<file path="src/vra_pkg.sv">
// shared types and constants of the value rank assigner
package vra_pkg;

  localparam int unsigned MaxItems = 64;
  localparam int unsigned ValueW   = 32;
  localparam int unsigned RankW    = 6;
  localparam int unsigned CntW     = $clog2(MaxItems + 1);
  localparam int unsigned IdxW     = $clog2(MaxItems);

  typedef enum logic [1:0] {
    ST_COLLECT,
    ST_DRAIN,
    ST_EMIT
  } vra_state_e;

  // control broadcast to every cell
  typedef struct packed {
    logic shift;
    logic clear;
  } vra_ctrl_t;

  // value travelling down the chain with its running count of smaller or equal entries
  typedef struct packed {
    logic                     valid;
    logic signed [ValueW-1:0] key;
    logic [RankW-1:0]         cnt;
  } vra_pass_t;

endpackage

</file>
<file path="src/vra_cell.sv">
// one slot of the rank chain: stored value, its rank and a forwarding stage
module vra_cell (
  input  logic               clk_i,
  input  logic               rst_ni,
  input  vra_pkg::vra_ctrl_t ctrl_i,
  input  vra_pkg::vra_pass_t pass_i,
  output vra_pkg::vra_pass_t pass_o,
  input  logic [vra_pkg::RankW-1:0] rank_i,
  output logic [vra_pkg::RankW-1:0] rank_o
);

  logic                              valid_q;
  logic signed [vra_pkg::ValueW-1:0] key_q;
  logic [vra_pkg::RankW-1:0]         rank_q;
  logic                              pass_valid_q;
  logic signed [vra_pkg::ValueW-1:0] pass_key_q;
  logic [vra_pkg::RankW-1:0]         pass_cnt_q;
  logic                              le;

  // stored value at or below the passing one ranks first (ties by arrival)
  assign le = (key_q <= pass_i.key);

  always_ff @(posedge clk_i or negedge rst_ni) begin
    if (!rst_ni) begin
      valid_q      <= 1'b0;
      pass_valid_q <= 1'b0;
    end else begin
      if (ctrl_i.clear) begin
        valid_q <= 1'b0;
      end else if (pass_i.valid && !valid_q) begin
        valid_q <= 1'b1;
      end
      pass_valid_q <= pass_i.valid && valid_q;
    end
  end

  always_ff @(posedge clk_i) begin
    if (ctrl_i.shift) begin
      rank_q <= rank_i;
    end else if (pass_i.valid) begin
      if (!valid_q) begin
        key_q  <= pass_i.key;
        rank_q <= pass_i.cnt;
      end else if (!le) begin
        rank_q <= rank_q + vra_pkg::RankW'(1);
      end
    end
    pass_key_q <= pass_i.key;
    pass_cnt_q <= le ? pass_i.cnt + vra_pkg::RankW'(1) : pass_i.cnt;
  end

  assign pass_o.valid = pass_valid_q;
  assign pass_o.key   = pass_key_q;
  assign pass_o.cnt   = pass_cnt_q;
  assign rank_o       = rank_q;

endmodule

</file>
<file path="config.mk">
export PLATFORM = sky130hd
export DESIGN_NAME = vra_cell
export DESIGN_NICKNAME = d
export VERILOG_FILES = /design/src/vra_pkg.sv /design/src/vra_cell.sv
export SDC_FILE = /design/constraint.sdc
export NUM_CORES = 1
export LEC_CHECK = 0
export BUFFER_PORTS_ARGS = -buffer_cell sky130_fd_sc_hd__buf_4
export CAP_MARGIN = 5
export CORE_MARGIN = 3
export CORE_UTILIZATION = 45
export CTS_BUF_LIST = sky130_fd_sc_hd__clkbuf_8
export CTS_CLUSTER_SIZE = 16
export DETAILED_ROUTE_END_ITERATION = 10
export PLACE_DENSITY = 0.7
export SYNTH_ARGS = -nofsm -noshare
export SYNTH_HDL_FRONTEND = slang
export SYNTH_SLANG_ARGS = --single-unit
</file>
<file path="constraint.sdc">
create_clock -name clk_i -period 4 [get_ports clk_i]
set_input_delay 0.8 -clock clk_i [delete_from_list [all_inputs] [get_ports clk_i]]
set_output_delay 0.8 -clock clk_i [all_outputs]
set_load 0.05 [all_outputs]
</file>
### After elaboration in Yosys (flattened, before gate mapping)

Cells that the tools add are included.

* register bits: 78
* bits of input ports: 49
* output and inout port bits: 45
* logic and storage cells: 26

* add/sub/neg operators: 2
* magnitude comparators: 1
* equality and inequality tests: 1
* mux-type cells: 7
* bitwise logic cells: 2
* reductions and logical operators: 7

Operator list (count)
* $le 32x32->1: 1
* $mux 6: 5
* $add 6x1->6 const B: 2
* $reduce_bool 2->1: 2
* $ne 3x3->1 const B: 1
* $reduce_and 3->1: 1
* $logic_and 1x1->1: 2
* $mux 1: 2
* $not 1->1: 2
* $reduce_and 2->1: 1
* $logic_not 1->1: 1

### Longest topological paths before layout

* depth in word-level cells: 5
* mapped depth: 9
* mapped depth without buffers: 9

### Worst setup path after synthesis

No wires, ideal clock.

* path kind: input-to-reg
* from: input ctrl_i[1] in the netlist's numbering
* to: register key_q[0] in the netlist's numbering (enable)
* setup time: 0.468 ns
* data arrival time: 3.392 ns
* required time: 3.532 ns
* setup slack: 0.140 ns
* stages on the path: 2
* cells stage by stage: clkbuf_1 nor3b_1

* cells in the longest elaborated chain, start to end: 2

Ends and longest elaborated chain
* start: declaration: RTL line vra_cell.sv:5 `input vra_pkg::vra_ctrl_t ctrl_i,`
* $not 1->1 (no source line)
* $reduce_and 3->1 (no source line)
* end signal: assignment: RTL line vra_cell.sv:42 `key_q <= pass_i.key;`
* end: declaration: RTL line vra_cell.sv:13 `logic signed [vra_pkg::ValueW-1:0] key_q;`

Every way passes these cells.
A chain may end at the register's enable or synchronous reset.

### Worst setup path after layout

* from: input pass_i[37] in the netlist's numbering
* to: register rank_q (netlist bit rank_o[0]) (enable)

* cells in the longest elaborated chain, start to end: 3

Ends and longest elaborated chain
* start: declaration: RTL line vra_cell.sv:6 `input vra_pkg::vra_pass_t pass_i,`
* $le 32x32->1: RTL line vra_cell.sv:21 `assign le = (key_q <= pass_i.key);`
* $ne 3x3->1 (no source line)
* $reduce_and 2->1 (no source line)
* end signal: assignment: RTL line vra_cell.sv:39 `rank_q <= rank_i;`
* end signal: assignment: RTL line vra_cell.sv:43 `rank_q <= pass_i.cnt;`
* end signal: assignment: RTL line vra_cell.sv:45 `rank_q <= rank_q + vra_pkg::RankW'(1);`
* end: declaration: RTL line vra_cell.sv:14 `logic [vra_pkg::RankW-1:0] rank_q;`

Every way passes these cells.

==> flow_summary.ini <==
[synthesis]
synth_area_per_cell_um2 = 11.8
synth.top_cell.area_share_pct = 34.0
ys.flop_type = edfxtp_1
synth-adder-area-share_pct = 12.7
synth_compound_area_share_pct = 8.88
async_flop_share_pct = 2.56
yosysSeqAreaShare_pct = 58.2
synth_mux_area_share_pct = 1.61
synth_top_family_by_area = adder cells
synth_cell_types = 45
synth_area_leader_cell = edfxtp_1
synthXorXnorAreaFrac_pct = 1.83
synth_edf_count = 38
synth_area_mm2 = 0.00335
ys_warn_count = 0
yosys.area_share.simple_pct = 11.9
syn_inst = 283
synthTopCellsByArea = edfxtp_1 (34%), dfxtp_1 (23%), ha_1 (13%)
ys_seq_elements = 78
syn-num-nets = 366

[placement]
placed_cells = 467
placed_area_mm2 = 0.00416
gp_congestion = 0.784
portBuffers = 93
dpl.hpwl_um = 4750
dpl_worst_slack_ns = 0.570

[drt]
wl_per_cell_um = 12.7
totalWireLength_um = 6150
drc = 0
vias_per_cell = 4.90
drt-pass1-iter-count = 4
vias = 2368
drt_iter0_drc = 124
antenna_left = 0

[min_path]
hold_path_class = in -> async

[cts]
postCtsHoldBufs = 0
cts_max_path_buffers = 2
postCtsSetupRepairBufs = 0
cts.sinks = 78
cts_buffers = 9
clock_latency_ns = 0.35
clk_pin_slew_ns = 0.07
h-tree-depth = 3
cts_resized = 0
cts_tree = yes
cts-root-buf = clkbuf_8

[critical_path]
endpoint_kind = register
crit_path_start_kind = primary input
crit_type = in -> reg
required_ns = 4.06
worstPathMaxFanout = 12
worstPathArrival_ns = 3.11

[sta]
finalMaxSlewViolations = 0
finalHoldViolCount = 0
layout_setup_ws_ns = 0.950
rsz0062_at_grt = false
period_share_pct = 76.2
max_freq_mhz = 328
tightest_slew_ns = 0.447
fin_crit_ns = 3.05
tns_ns = 0
skew_ns = 0.0109
setup_violations = 0
max_slew_margin_pct = 70.2

[floorplanning]
fp-row-count = 30
io_pins = 94
dieArea_mm2 = 0.00852
fp.coreArea_mm2 = 0.00702
die_h_um = 92.3
start_util_pct = 47.8
die_x_um = 92.3

[power]
vdd_ir_drop_max_mv = 0.242
seq_power_share_pct = 49.4
power.density_mw_per_mm2 = 422
switching_share_pct = 28.3
p_int_w = 0.00132
p_clk_share_pct = 31.6
combPwrFrac_pct = 19.0
leakagePower_nw = 1.95
power_switching_w = 0.000520

[global_routing]
gr-total-overflow = 0
grt_pass1_vias = 2317
grt_pass1_wl_um = 10500
grt_max_degree = 33
grt_usage_pct = 15.5
antenna_found_initial = 0

[job]
drv_cap = 0

[finish]
drive_above_1_share_pct = 30.7
fin_cells = 483
antenna_cells = 0
final_common_cell = buf_4
final_cell_mix = buf_4 (94), edfxtp_1 (38), dfxtp_1 (38), inv_1 (37), ha_1 (34)
nNetsFinal = 465
final_area_mm2 = 0.00436
areaGrowthSynthToFinish_pct = 30.0

[run_status]
status = completed
## path summary, 6_finish.rpt
| path | startpoint | endpoint | slack [ns] | depth (start not counted) |
|---|---|---|---|---|
| worst max-delay path | pass_i[37] | rank_o[0]$_DFFE_PP_ | 0.95 | 10 |
| worst min-delay path | rst_ni | valid_q$_DFFE_PN0P_ | 0.23 | 1 |
| worst max register to register | key_q[31]$_DFFE_PP_ | rank_o[0]$_DFFE_PP_ | 1.16 | 8 |
| worst min register to register | valid_q$_DFFE_PN0P_ | valid_q$_DFFE_PN0P_ | 0.78 | 2 |
| max in group asynchronous | rst_ni | pass_valid_q$_DFF_PN0_ | 3.68 | 1 |
| min in group clk_i | pass_i[15] | pass_key_q[9]$_DFF_P_ | 0.57 | 1 |
## state kept, by name, summed over array words and instances (netlist names)
name / cells
key_q: 32
pass_cnt_q: 6
valid_q: 1
pass_key_q: 32
rank_o: 6
pass_valid_q: 1
## routing by layer
layer / global-route usage (%) / routed length, um / up-vias
met4: 7.18 / 114 / 0
met1: 20.5 / 2810 / 1071
met3: 4.47 / 473 / 11
li1: - / - / 1203
met2: 23.6 / 2750 / 83
met5: 0 / 0 / -
## power groups by stage
stage          registers, W  logic, W  clock network (W)
2_1_floorplan       0.00104  0.000112                  0
6_report           0.000908  0.000349           0.000580
4_1_cts            0.000909  0.000353           0.000596
3_3_place_gp       0.000926  0.000347                  0
3_5_place_dp       0.000927  0.000352                  0
5_1_grt            0.000914  0.000381           0.000630
## stage by stage
step                      util [%]  hold WS, ns  total power [W]
final                         62.1        0.229          0.00184
after global routing          62.1        0.210          0.00192
after CTS                     62.1        0.213          0.00186
after detailed placement      59.2        0.584          0.00128
after global placement        59.2        0.583          0.00127
after floorplan                  -        0.504          0.00115
## cell families after synthesis
group / count (synthesis)
XOR/XNOR: 7
flip-flops: 78
multiplexers: 5
AND/OR/NAND/NOR: 72
AO/OA/AOI/OAI: 45
adder cells (fa/ha/maj): 34
buffers and inverters: 42
## cell usage after synthesis (3+ instances only)
library cell,number
dfxtp_1,38
edfxtp_1,38
inv_1,36
ha_1,34
nand2_1,24
a21oi_1,17
o21ai_0,12
nand3_1,10
nand4_1,8
nor3_1,7
clkbuf_1,5
nor2_1,5
nor4_1,4
xnor2_1,4
mux2_1,3
xor2_1,3
## worst max-delay path: stages
cell and delay [ns]:
buf_4 0.09, inv_1 0.04, ha_1 0.50, nand4_2 0.25
nor4_4 0.40, nand2b_1 0.14, a21oi_4 0.19, nor3_4 0.09
o21a_1 0.19, a311o_1 0.42
## layout make-up
class | count | area (um2)
fillers | 574 | 2660
well taps | 96 | 120
clock buffers | 10 | 138
flip-flops and latches | 78 | 1950
inverters | 36 | 135
clock inverters | 6 | 62.6
multi-input cells | 163 | 1240
repair buffers | 94 | 706
(Power assumes the default switching activity.)
